## config.mk

```make
export PLATFORM = sky130hd
export DESIGN_NAME = button_matrix_scan_debounce_core_flat
export DESIGN_NICKNAME = d
export VERILOG_FILES = /design/src/bmsd_pkg.sv /design/src/bmsd_channels.sv /design/src/bmsd_state_mem.sv /design/src/bmsd_key_update.sv /design/src/button_matrix_scan_debounce_core.sv /design/src/flat_wrapper.sv
export SDC_FILE = /design/constraint.sdc
export NUM_CORES = 1
export LEC_CHECK = 0
export BUFFER_PORTS_ARGS = -buffer_cell sky130_fd_sc_hd__buf_2
export CORE_MARGIN = 4
export CORE_UTILIZATION = 58
export CTS_BUF_LIST = sky130_fd_sc_hd__clkbuf_16
export DETAILED_ROUTE_END_ITERATION = 8
export PLACE_DENSITY = 0.79
export SYNTH_ARGS = -nofsm -noshare
export SYNTH_HDL_FRONTEND = slang
export SYNTH_SLANG_ARGS = --single-unit
```

## constraint.sdc

```tcl
create_clock -name clock -period 6 [get_ports clock]
set_input_delay 1.8 -clock clock [delete_from_list [all_inputs] [get_ports clock]]
set_output_delay 1.8 -clock clock [all_outputs]
set_load 0.02 [all_outputs]
```

## src/bmsd_pkg.sv

```systemverilog
// ----------------------------------------------------------------------------
// bmsd_pkg
// Shared constants and types for the keypad scan and debounce core.
// ----------------------------------------------------------------------------
package bmsd_pkg;

   // Matrix geometry
   localparam int NUM_COLUMNS = 4;
   localparam int NUM_ROWS    = 4;
   localparam int COLOUR_BITS = 2;

   // Fixed field widths of the channels
   localparam int CNT_W      = 4;
   localparam int LEVEL_W    = 4;
   localparam int SCAN_COL_W = 2;
   localparam int LED_W      = 8;
   localparam int MASK_W     = 4;

   // Column index width
   localparam int COL_W = (NUM_COLUMNS > 1) ? $clog2(NUM_COLUMNS) : 1;

   // Configuration port
   localparam int CSR_ADDR_W = 3;
   localparam int CSR_DATA_W = 32;

   // Register indexes (byte address / 4)
   typedef enum logic [0:0] {
      REG_DEBOUNCE_LIMIT = 1'b0,
      REG_UNUSED         = 1'b1
   } reg_index_type;

   localparam logic [CNT_W-1:0] LIMIT_RESET = 4'h3;

   // One memory entry: the state of all keys of one column
   typedef struct packed {
      logic [NUM_ROWS-1:0][CNT_W-1:0]       cnt;
      logic [NUM_ROWS-1:0][COLOUR_BITS-1:0] colour;
   } key_row_type;

   // Write request into the state memory
   typedef struct packed {
      logic             en;
      logic [COL_W-1:0] addr;
      key_row_type      data;
   } mem_wr_type;

endpackage

```

## src/bmsd_channels.sv

```systemverilog
// ----------------------------------------------------------------------------
// bmsd channel interfaces
// Valid/ready channels for scan slots in and scan results out.
// ----------------------------------------------------------------------------
interface bmsd_req_if;
   logic                         valid;
   logic                         ready;
   logic [bmsd_pkg::LEVEL_W-1:0] row_levels;

   modport source (output valid, output row_levels, input ready);
   modport sink   (input valid, input row_levels, output ready);
endinterface

interface bmsd_rsp_if;
   logic                            valid;
   logic                            ready;
   logic [bmsd_pkg::SCAN_COL_W-1:0] scan_column;
   logic [bmsd_pkg::LED_W-1:0]      led_drive;
   logic [bmsd_pkg::MASK_W-1:0]     key_down_mask;
   logic [bmsd_pkg::MASK_W-1:0]     key_up_mask;

   modport source (output valid, output scan_column, output led_drive,
                   output key_down_mask, output key_up_mask, input ready);
   modport sink   (input valid, input scan_column, input led_drive,
                   input key_down_mask, input key_up_mask, output ready);
endinterface

```

## src/bmsd_state_mem.sv

```systemverilog
// ----------------------------------------------------------------------------
// bmsd_state_mem
// Per-column key state memory: one write port, one registered read port,
// write-to-read bypass and per-entry valid bits cleared by reset.
// ----------------------------------------------------------------------------
module bmsd_state_mem (
   input  logic                       clock,
   input  logic                       reset,
   input  logic                       rd_en,
   input  logic [bmsd_pkg::COL_W-1:0] rd_addr,
   output bmsd_pkg::key_row_type      rd_data,
   input  bmsd_pkg::mem_wr_type       wr
);

   bmsd_pkg::key_row_type               state_mem_ff [bmsd_pkg::NUM_COLUMNS];
   logic [bmsd_pkg::NUM_COLUMNS-1:0]    vld_ff;
   logic [bmsd_pkg::NUM_COLUMNS-1:0]    vld_in;
   bmsd_pkg::key_row_type               rd_data_ff;

   // Mark written entries valid
   always_comb begin
      vld_in = vld_ff;
      if (wr.en) begin
         vld_in[wr.addr] = 1'b1;
      end
   end

   always_ff @(posedge clock) begin
      if (reset) begin
         vld_ff <= '0;
      end else begin
         vld_ff <= vld_in;
      end
   end

   // Write port
   always_ff @(posedge clock) begin
      if (wr.en) begin
         state_mem_ff[wr.addr] <= wr.data;
      end
   end

   // Read port: bypass a same-cycle write, never-written entries read as zero
   always_ff @(posedge clock) begin
      if (rd_en) begin
         if (wr.en && (wr.addr == rd_addr)) begin
            rd_data_ff <= wr.data;
         end else if (vld_ff[rd_addr]) begin
            rd_data_ff <= state_mem_ff[rd_addr];
         end else begin
            rd_data_ff <= '0;
         end
      end
   end

   assign rd_data = rd_data_ff;

endmodule

```

## src/bmsd_key_update.sv

```systemverilog
// ----------------------------------------------------------------------------
// bmsd_key_update
// Integrating debounce and colour advance for all keys of one column.
// ----------------------------------------------------------------------------
module bmsd_key_update (
   input  bmsd_pkg::key_row_type            old_row,
   input  logic [bmsd_pkg::LEVEL_W-1:0]     row_levels,
   input  logic [bmsd_pkg::CNT_W-1:0]       limit,
   output bmsd_pkg::key_row_type            new_row,
   output logic [bmsd_pkg::NUM_ROWS-1:0]    down,
   output logic [bmsd_pkg::NUM_ROWS-1:0]    up
);

   // Rows beyond the level field see a low bit, i.e. pressed
   logic [bmsd_pkg::NUM_ROWS+bmsd_pkg::LEVEL_W-1:0] lv_ext;

   assign lv_ext = {{bmsd_pkg::NUM_ROWS{1'b0}}, row_levels};

   always_comb begin
      new_row = old_row;
      down    = '0;
      up      = '0;
      for (int r = 0; r < bmsd_pkg::NUM_ROWS; r++) begin
         if (!lv_ext[r]) begin
            // Count up toward the limit, flag key-down on reaching it
            if (old_row.cnt[r] < limit) begin
               new_row.cnt[r] = old_row.cnt[r] + 1'b1;
               if (new_row.cnt[r] == limit) begin
                  down[r]           = 1'b1;
                  new_row.colour[r] = old_row.colour[r] + 1'b1;
               end
            end
         end else if (old_row.cnt[r] != '0) begin
            // Count down toward zero, flag key-up on reaching it
            new_row.cnt[r] = old_row.cnt[r] - 1'b1;
            if (new_row.cnt[r] == '0) begin
               up[r] = 1'b1;
            end
         end
      end
   end

endmodule

```

## src/button_matrix_scan_debounce_core.sv

```systemverilog
// ----------------------------------------------------------------------------
// button_matrix_scan_debounce_core
// Keypad matrix scanner: per-key integrating debounce and colour cycling,
// state held in a per-column memory.
// ----------------------------------------------------------------------------
//  channel | dir | handshake       | payload
//  req     | in  | valid / ready   | row_levels[3:0]
//  rsp     | out | valid / ready   | scan_column, led_drive, key down/up masks
//  csr     | in  | APB psel/penable| debounce_limit at byte address 0
//
//  One item per cycle sustained while results are taken; each item passes
//  the memory read register, then the update into the output register.
//  A same-column write is bypassed into the read. Synchronous reset clears
//  the column pointer, the memory valid bits and the limit (to 3); no
//  clearing pass. A stalled result holds the update stage; req stays ready
//  while the update stage can drain.
// ----------------------------------------------------------------------------
module button_matrix_scan_debounce_core (
   input  logic                            clock,
   input  logic                            reset,
   bmsd_req_if.sink                        req_if,
   bmsd_rsp_if.source                      rsp_if,
   input  logic                            csr_psel,
   input  logic                            csr_penable,
   input  logic                            csr_pwrite,
   input  logic [bmsd_pkg::CSR_ADDR_W-1:0] csr_paddr,
   input  logic [bmsd_pkg::CSR_DATA_W-1:0] csr_pwdata,
   output logic [bmsd_pkg::CSR_DATA_W-1:0] csr_prdata,
   output logic                            csr_pready
);

   logic [bmsd_pkg::CNT_W-1:0]   limit_ff;
   logic [bmsd_pkg::CNT_W-1:0]   limit_in;
   bmsd_pkg::reg_index_type      csr_index;

   logic [bmsd_pkg::COL_W-1:0]   col_ptr_ff;
   logic [bmsd_pkg::COL_W-1:0]   col_ptr_in;
   logic                         s1_valid_ff;
   logic                         s1_valid_in;
   logic [bmsd_pkg::COL_W-1:0]   s1_col_ff;
   logic [bmsd_pkg::LEVEL_W-1:0] s1_levels_ff;
   logic                         out_valid_ff;
   logic                         out_valid_in;
   logic [bmsd_pkg::SCAN_COL_W-1:0] out_col_ff;
   logic [bmsd_pkg::LED_W-1:0]      out_led_ff;
   logic [bmsd_pkg::MASK_W-1:0]     out_down_ff;
   logic [bmsd_pkg::MASK_W-1:0]     out_up_ff;

   logic                         accept;
   logic                         s1_adv;
   logic                         s1_fire;
   bmsd_pkg::key_row_type        rd_row;
   bmsd_pkg::key_row_type        new_row;
   bmsd_pkg::mem_wr_type         mem_wr;
   logic [bmsd_pkg::NUM_ROWS-1:0] down;
   logic [bmsd_pkg::NUM_ROWS-1:0] up;

   logic [bmsd_pkg::NUM_ROWS*bmsd_pkg::COLOUR_BITS+bmsd_pkg::LED_W-1:0] led_ext;
   logic [bmsd_pkg::NUM_ROWS+bmsd_pkg::MASK_W-1:0] down_ext;
   logic [bmsd_pkg::NUM_ROWS+bmsd_pkg::MASK_W-1:0] up_ext;
   logic [bmsd_pkg::COL_W+bmsd_pkg::SCAN_COL_W-1:0] col_ext;

   // ---- configuration port ----
   assign csr_index  = bmsd_pkg::reg_index_type'(csr_paddr[bmsd_pkg::CSR_ADDR_W-1]);
   assign csr_pready = 1'b1;

   // Decode register writes
   always_comb begin
      limit_in = limit_ff;
      if (csr_psel && csr_penable && csr_pwrite) begin
         unique case (csr_index)
            bmsd_pkg::REG_DEBOUNCE_LIMIT: limit_in = csr_pwdata[bmsd_pkg::CNT_W-1:0];
            bmsd_pkg::REG_UNUSED:         limit_in = limit_ff;
            default:                      limit_in = limit_ff;
         endcase
      end
   end

   always_ff @(posedge clock) begin
      if (reset) begin
         limit_ff <= bmsd_pkg::LIMIT_RESET;
      end else begin
         limit_ff <= limit_in;
      end
   end

   // Decode register reads
   always_comb begin
      unique case (csr_index)
         bmsd_pkg::REG_DEBOUNCE_LIMIT:
            csr_prdata = {{(bmsd_pkg::CSR_DATA_W-bmsd_pkg::CNT_W){1'b0}}, limit_ff};
         bmsd_pkg::REG_UNUSED: csr_prdata = '0;
         default:              csr_prdata = '0;
      endcase
   end

   // ---- pipeline control ----
   assign s1_adv       = !out_valid_ff || rsp_if.ready;
   assign req_if.ready = !s1_valid_ff || s1_adv;
   assign accept       = req_if.valid && req_if.ready;
   assign s1_fire      = s1_valid_ff && s1_adv;

   always_comb begin
      // Advance the column pointer on each accepted item
      col_ptr_in = col_ptr_ff;
      if (accept) begin
         if (col_ptr_ff == bmsd_pkg::COL_W'(bmsd_pkg::NUM_COLUMNS - 1)) begin
            col_ptr_in = '0;
         end else begin
            col_ptr_in = col_ptr_ff + 1'b1;
         end
      end
      // Update stage occupancy
      if (accept) begin
         s1_valid_in = 1'b1;
      end else if (s1_adv) begin
         s1_valid_in = 1'b0;
      end else begin
         s1_valid_in = s1_valid_ff;
      end
      // Output register occupancy
      if (s1_fire) begin
         out_valid_in = 1'b1;
      end else if (rsp_if.ready) begin
         out_valid_in = 1'b0;
      end else begin
         out_valid_in = out_valid_ff;
      end
   end

   always_ff @(posedge clock) begin
      if (reset) begin
         col_ptr_ff   <= '0;
         s1_valid_ff  <= 1'b0;
         out_valid_ff <= 1'b0;
      end else begin
         col_ptr_ff   <= col_ptr_in;
         s1_valid_ff  <= s1_valid_in;
         out_valid_ff <= out_valid_in;
      end
   end

   // Capture the slot alongside the memory read
   always_ff @(posedge clock) begin
      if (accept) begin
         s1_col_ff    <= col_ptr_ff;
         s1_levels_ff <= req_if.row_levels;
      end
   end

   // ---- state memory and key update ----
   assign mem_wr.en   = s1_fire;
   assign mem_wr.addr = s1_col_ff;
   assign mem_wr.data = new_row;

   bmsd_state_mem u_state_mem (
      .clock   (clock),
      .reset   (reset),
      .rd_en   (accept),
      .rd_addr (col_ptr_ff),
      .rd_data (rd_row),
      .wr      (mem_wr)
   );

   bmsd_key_update u_key_update (
      .old_row    (rd_row),
      .row_levels (s1_levels_ff),
      .limit      (limit_ff),
      .new_row    (new_row),
      .down       (down),
      .up         (up)
   );

   // Fit row data into the fixed result fields, dropping rows that do not fit
   assign led_ext  = {{bmsd_pkg::LED_W{1'b0}}, rd_row.colour};
   assign down_ext = {{bmsd_pkg::MASK_W{1'b0}}, down};
   assign up_ext   = {{bmsd_pkg::MASK_W{1'b0}}, up};
   assign col_ext  = {{bmsd_pkg::SCAN_COL_W{1'b0}}, s1_col_ff};

   // Load the output register
   always_ff @(posedge clock) begin
      if (s1_fire) begin
         out_col_ff  <= col_ext[bmsd_pkg::SCAN_COL_W-1:0];
         out_led_ff  <= led_ext[bmsd_pkg::LED_W-1:0];
         out_down_ff <= down_ext[bmsd_pkg::MASK_W-1:0];
         out_up_ff   <= up_ext[bmsd_pkg::MASK_W-1:0];
      end
   end

   assign rsp_if.valid         = out_valid_ff;
   assign rsp_if.scan_column   = out_col_ff;
   assign rsp_if.led_drive     = out_led_ff;
   assign rsp_if.key_down_mask = out_down_ff;
   assign rsp_if.key_up_mask   = out_up_ff;

endmodule

```

## src/flat_wrapper.sv

```systemverilog
// flat-port wrapper written by rule: the top's interface ports become plain ports
module button_matrix_scan_debounce_core_flat 
  (clock, reset, csr_psel, csr_penable, csr_pwrite, csr_paddr, csr_pwdata, csr_prdata, csr_pready, req_if_valid, req_if_row_levels, req_if_ready, rsp_if_valid, rsp_if_scan_column, rsp_if_led_drive, rsp_if_key_down_mask, rsp_if_key_up_mask, rsp_if_ready);
  bmsd_req_if req_if_i ();
  bmsd_rsp_if rsp_if_i ();
  input  logic clock;
  input  logic reset;
  input  logic csr_psel;
  input  logic csr_penable;
  input  logic csr_pwrite;
  input  logic [bmsd_pkg::CSR_ADDR_W-1:0] csr_paddr;
  input  logic [bmsd_pkg::CSR_DATA_W-1:0] csr_pwdata;
  output logic [bmsd_pkg::CSR_DATA_W-1:0] csr_prdata;
  output logic csr_pready;
  input wire logic [$bits(req_if_i.valid)-1:0] req_if_valid;
  input wire logic [$bits(req_if_i.row_levels)-1:0] req_if_row_levels;
  output wire logic [$bits(req_if_i.ready)-1:0] req_if_ready;
  output wire logic [$bits(rsp_if_i.valid)-1:0] rsp_if_valid;
  output wire logic [$bits(rsp_if_i.scan_column)-1:0] rsp_if_scan_column;
  output wire logic [$bits(rsp_if_i.led_drive)-1:0] rsp_if_led_drive;
  output wire logic [$bits(rsp_if_i.key_down_mask)-1:0] rsp_if_key_down_mask;
  output wire logic [$bits(rsp_if_i.key_up_mask)-1:0] rsp_if_key_up_mask;
  input wire logic [$bits(rsp_if_i.ready)-1:0] rsp_if_ready;
  assign req_if_i.valid = req_if_valid;
  assign req_if_i.row_levels = req_if_row_levels;
  assign req_if_ready = req_if_i.ready;
  assign rsp_if_valid = rsp_if_i.valid;
  assign rsp_if_scan_column = rsp_if_i.scan_column;
  assign rsp_if_led_drive = rsp_if_i.led_drive;
  assign rsp_if_key_down_mask = rsp_if_i.key_down_mask;
  assign rsp_if_key_up_mask = rsp_if_i.key_up_mask;
  assign rsp_if_i.ready = rsp_if_ready;
  button_matrix_scan_debounce_core u_core (.clock(clock), .reset(reset), .req_if(req_if_i), .rsp_if(rsp_if_i), .csr_psel(csr_psel), .csr_penable(csr_penable), .csr_pwrite(csr_pwrite), .csr_paddr(csr_paddr), .csr_pwdata(csr_pwdata), .csr_prdata(csr_prdata), .csr_pready(csr_pready));
endmodule
```

==> impl_metrics.csv <==
group,metric,value,unit
outcome,status,"completed",
floorplan,rows,42,
critical_path,cp_top_family,"simple AND/OR/NAND/NOR gates",
layout,fin_area,8650,um2
critical_path,worstPathMaxFanout,7,
timing,hold_viol,0,
layout,fill_cells,932,
timing,rsz0062_at_grt,"no",
cts,cts_resized,0,
detailed_routing,routedWlPerCell,19.1,um
critical_path,critPathKind,"input pin to primary output",
yosys,synthTopCellsByArea,"edfxtp_1 (55%), mux4_2 (6.8%), ha_1 (4.6%)",
cts,worstSkewPairLatency,430,ps
cts,clkSlewWorstSetupHoldPaths,60,ps
detailed_routing,drc,0,
timing,min_period_over_period,76.8,%
grt,grt_pass1_wl,24200,um
placed_design,gp_congestion,0.874,
detailed_routing,via_per_inst,5.91,
placed_design,port_buffers,39,
timing,timing.fmax,0.217,GHz
critical_path,crit_cells,4,
detailed_routing,drt_first_iter_violations,436,
floorplan,start_util,59.7,%
pwr,p_per_area,302,nW/um2
critical_path,cp_slowest_cell,"nor2b_1",
critical_path,crit_arrival,2810,ps
yosys,yosysUniqueCellTypes,59,
layout,n_antenna_cell,0,
layout,area_delta_synth_final,9.10,%
cts,cts_setup_buffers,0,
layout,fin_nets,679,
critical_path,worstPathRequired,4200,ps
cts,htree_levels,4,
yosys,ys_seq_elements,158,
worst_hold_path,whs_path_depth,2,
yosys,synth.largest_area_cell,"edfxtp_1",
cts,cts-root-buf,"clkbuf_16",
yosys,synth.top_cell.area_share,54.5,%
timing,drv_slew,0,
placed_design,place_hpwl,9490,um
critical_path,cpPeakStageDelay,530,ps
pwr,ir_worst_vdd,0.000203,V
pwr,p_leak,0.00314,uW
cts,cts-buffers-inserted,17,
yosys,syn_inst,571,
floorplan,die_area,15600,um2
cts,clkSinkCount,158,
floorplan,die_w,125,um
floorplan,pin_count,99,
timing,maxSlewHeadroom,36.0,%
critical_path,r2r-start,"u_core.limit_ff[2]",
layout,drive_above_1_share,19.9,%
yosys,synth_area_per_cell,13.9,um2
grt,antenna_found_initial,0,
critical_path,cp-endpoint,"req_if_ready",
critical_path,start_kind,"input pin",
timing,finClkSkew,11.3,ps
worst_hold_path,min_path_type,"register to register",
critical_path,cpMostUsedCell,"buf_2",
timing,fin_ws,1390,ps
critical_path,critPathBufInv,2,
critical_path,critPathCaptureType,"primary output",
yosys,synth-edff-count,144,
timing,worstMarginPinSlew,952,ps
yosys,yosysWarnings,0,
detailed_routing,dr.pass1.iters,4,
grt,grt_pass1_vias,4693,
cts,clk_path_buf_depth,2,
placed_design,dpl_cell_area,8120,um2
timing,post-route-min-period,4610,ps
detailed_routing,vias,4684,
floorplan,die_h,125,um
yosys,async_flop_share,0,%
yosys,seq_area_frac_synth,58.0,%
placed_design,dp_slack,1380,ps
yosys,syn_area,7930,um2
critical_path,reg2reg_to,"u_core.u_state_mem.state_mem_ff[0][6]",
critical_path,critPathLaunch,"rsp_if_ready",
run,cap_viol_max_count,0,
yosys,synth.most_common_cell,"edfxtp_1",
floorplan,core_area,13300,um2
layout,fin_util,65.1,%
timing,final-setup-viol-count,0,
grt,overflow,0,
yosys,synthFlopType,"edfxtp_1",
detailed_routing,wl,15100,um
critical_path,crit_chain,"buf_2, nor2b_1, nand2_1, buf_2",
critical_path,r2r_setup_slack,3320,ps
pwr,power,2610,uW
yosys,synth_commonest_cells,"edfxtp_1 (144), nor2_1 (35), buf_4 (32)",
cts,cts_tree,"yes",
timing,finalSetupTns,0,ps
cts,cts.hold.buffers_added,0,
grt,grt_usage,20.0,%
detailed_routing,ant_nets,0,
critical_path,r2r_cells,7,
grt,grt_max_degree,33,
-- per-layer routing --
layer / part of all wire [%] / track usage, %
met4: 1.8 / 8.42
met1: 42 / 25.5
met3: 7.0 / 5.88
met5: 0 / 0
met2: 49 / 32.3
-- logic make-up after synthesis --
kind of cell             synth area share, %
adder cells (fa/ha/maj)                 4.57
other                                 0.0947
XOR/XNOR                                4.20
flip-flops                              58.0
multiplexers                            7.78
AO/OA/AOI/OAI                           8.94
AND/OR/NAND/NOR                         9.97
buffers and inverters                   6.40
-- worst min-delay path, stage by stage, from the launching register on --
cell and delay [ps]:
dfxtp_1 320, nor2_1 50, nor2_1 70
-- layout by cell type, fill, tap and decap left out, types with 4 or more instances in the layout --
cell type	Yosys	layout
a21oi_1	5	5
nand3b_1	4	4
a22o_1	14	14
ha_1	29	29
and3_1	5	5
buf_2	15	39
mux2i_1	5	5
nand3_1	9	9
nand4_1	4	4
o21ai_0	6	6
nor2_1	35	32
nor3_1	4	4
xor2_1	14	14
inv_1	26	30
o31a_1	16	16
o211ai_1	9	9
buf_4	32	9
a211oi_1	4	4
o21ai_1	5	5
a211o_1	6	6
nand2_1	25	25
a32oi_1	4	4
xnor2_1	24	24
edfxtp_1	144	144
mux4_2	24	24
clkbuf_16	0	17
clkinv_2	0	5
nand2b_1	13	13
dfxtp_1	14	14
conb_1	2	29
nor4_1	11	10
o31ai_1	8	8
-- power breakdown --
group / internal [uW] / leakage, uW / switching [uW] / total [uW]
clock network: 561 / 0.000283 / 414 / 974
registers: 1270 / 0.00147 / 42.3 / 1310
logic: 124 / 0.00139 / 198 / 322
total: 1960 / 0.00314 / 654 / 2610
-- state kept, by name (all words and copies together), names as in the netlist, named ones only --
register,count
u_core.u_state_mem.vld_ff,4
u_core.rsp_if.key_up_mask,4
u_core.s1_col_ff,2
u_core.u_state_mem.rd_data,24
u_core.s1_valid_ff,1
u_core.limit_ff,4
u_core.rsp_if.valid,1
u_core.rsp_if.key_down_mask,4
u_core.u_state_mem.state_mem_ff,96
u_core.rsp_if.scan_column,2
u_core.rsp_if.led_drive,8
u_core.s1_levels_ff,4
u_core.col_ptr_ff,2
-- layout make-up --
cell class,instances,area (um2),share of cell area [%]
repair buffers,48,263,3.04
inverters,26,97.6,1.13
flip-flops and latches,158,4600,53.2
clock buffers,17,425,4.92
clock inverters,15,109,1.26
multi-input cells,353,2940,33.9
well taps,176,220,2.54
-- through the flow --
step | std cells | hold slack, ps
after floorplan | 598 | 436
after global placement | 761 | 448
after detailed placement | 761 | 470
after CTS | 793 | 485
after global routing | 793 | 505
final | 793 | 479
-- how the worst min path moves through the flow --
stage	start	end	slack, ps
2_1_floorplan	u_core.u_state_mem.vld_ff[0]	u_core.u_state_mem.vld_ff[0]	440
3_3_place_gp	u_core.u_state_mem.vld_ff[0]	u_core.u_state_mem.vld_ff[0]	450
3_5_place_dp	u_core.u_state_mem.vld_ff[2]	u_core.u_state_mem.vld_ff[2]	470
4_1_cts	u_core.u_state_mem.vld_ff[2]	u_core.u_state_mem.vld_ff[2]	480
5_1_grt	u_core.u_state_mem.rd_data[4]	u_core.rsp_if.led_drive[4]	510
6_report	u_core.u_state_mem.vld_ff[0]	u_core.u_state_mem.vld_ff[0]	480
Power figures use the tool's default switching activity.
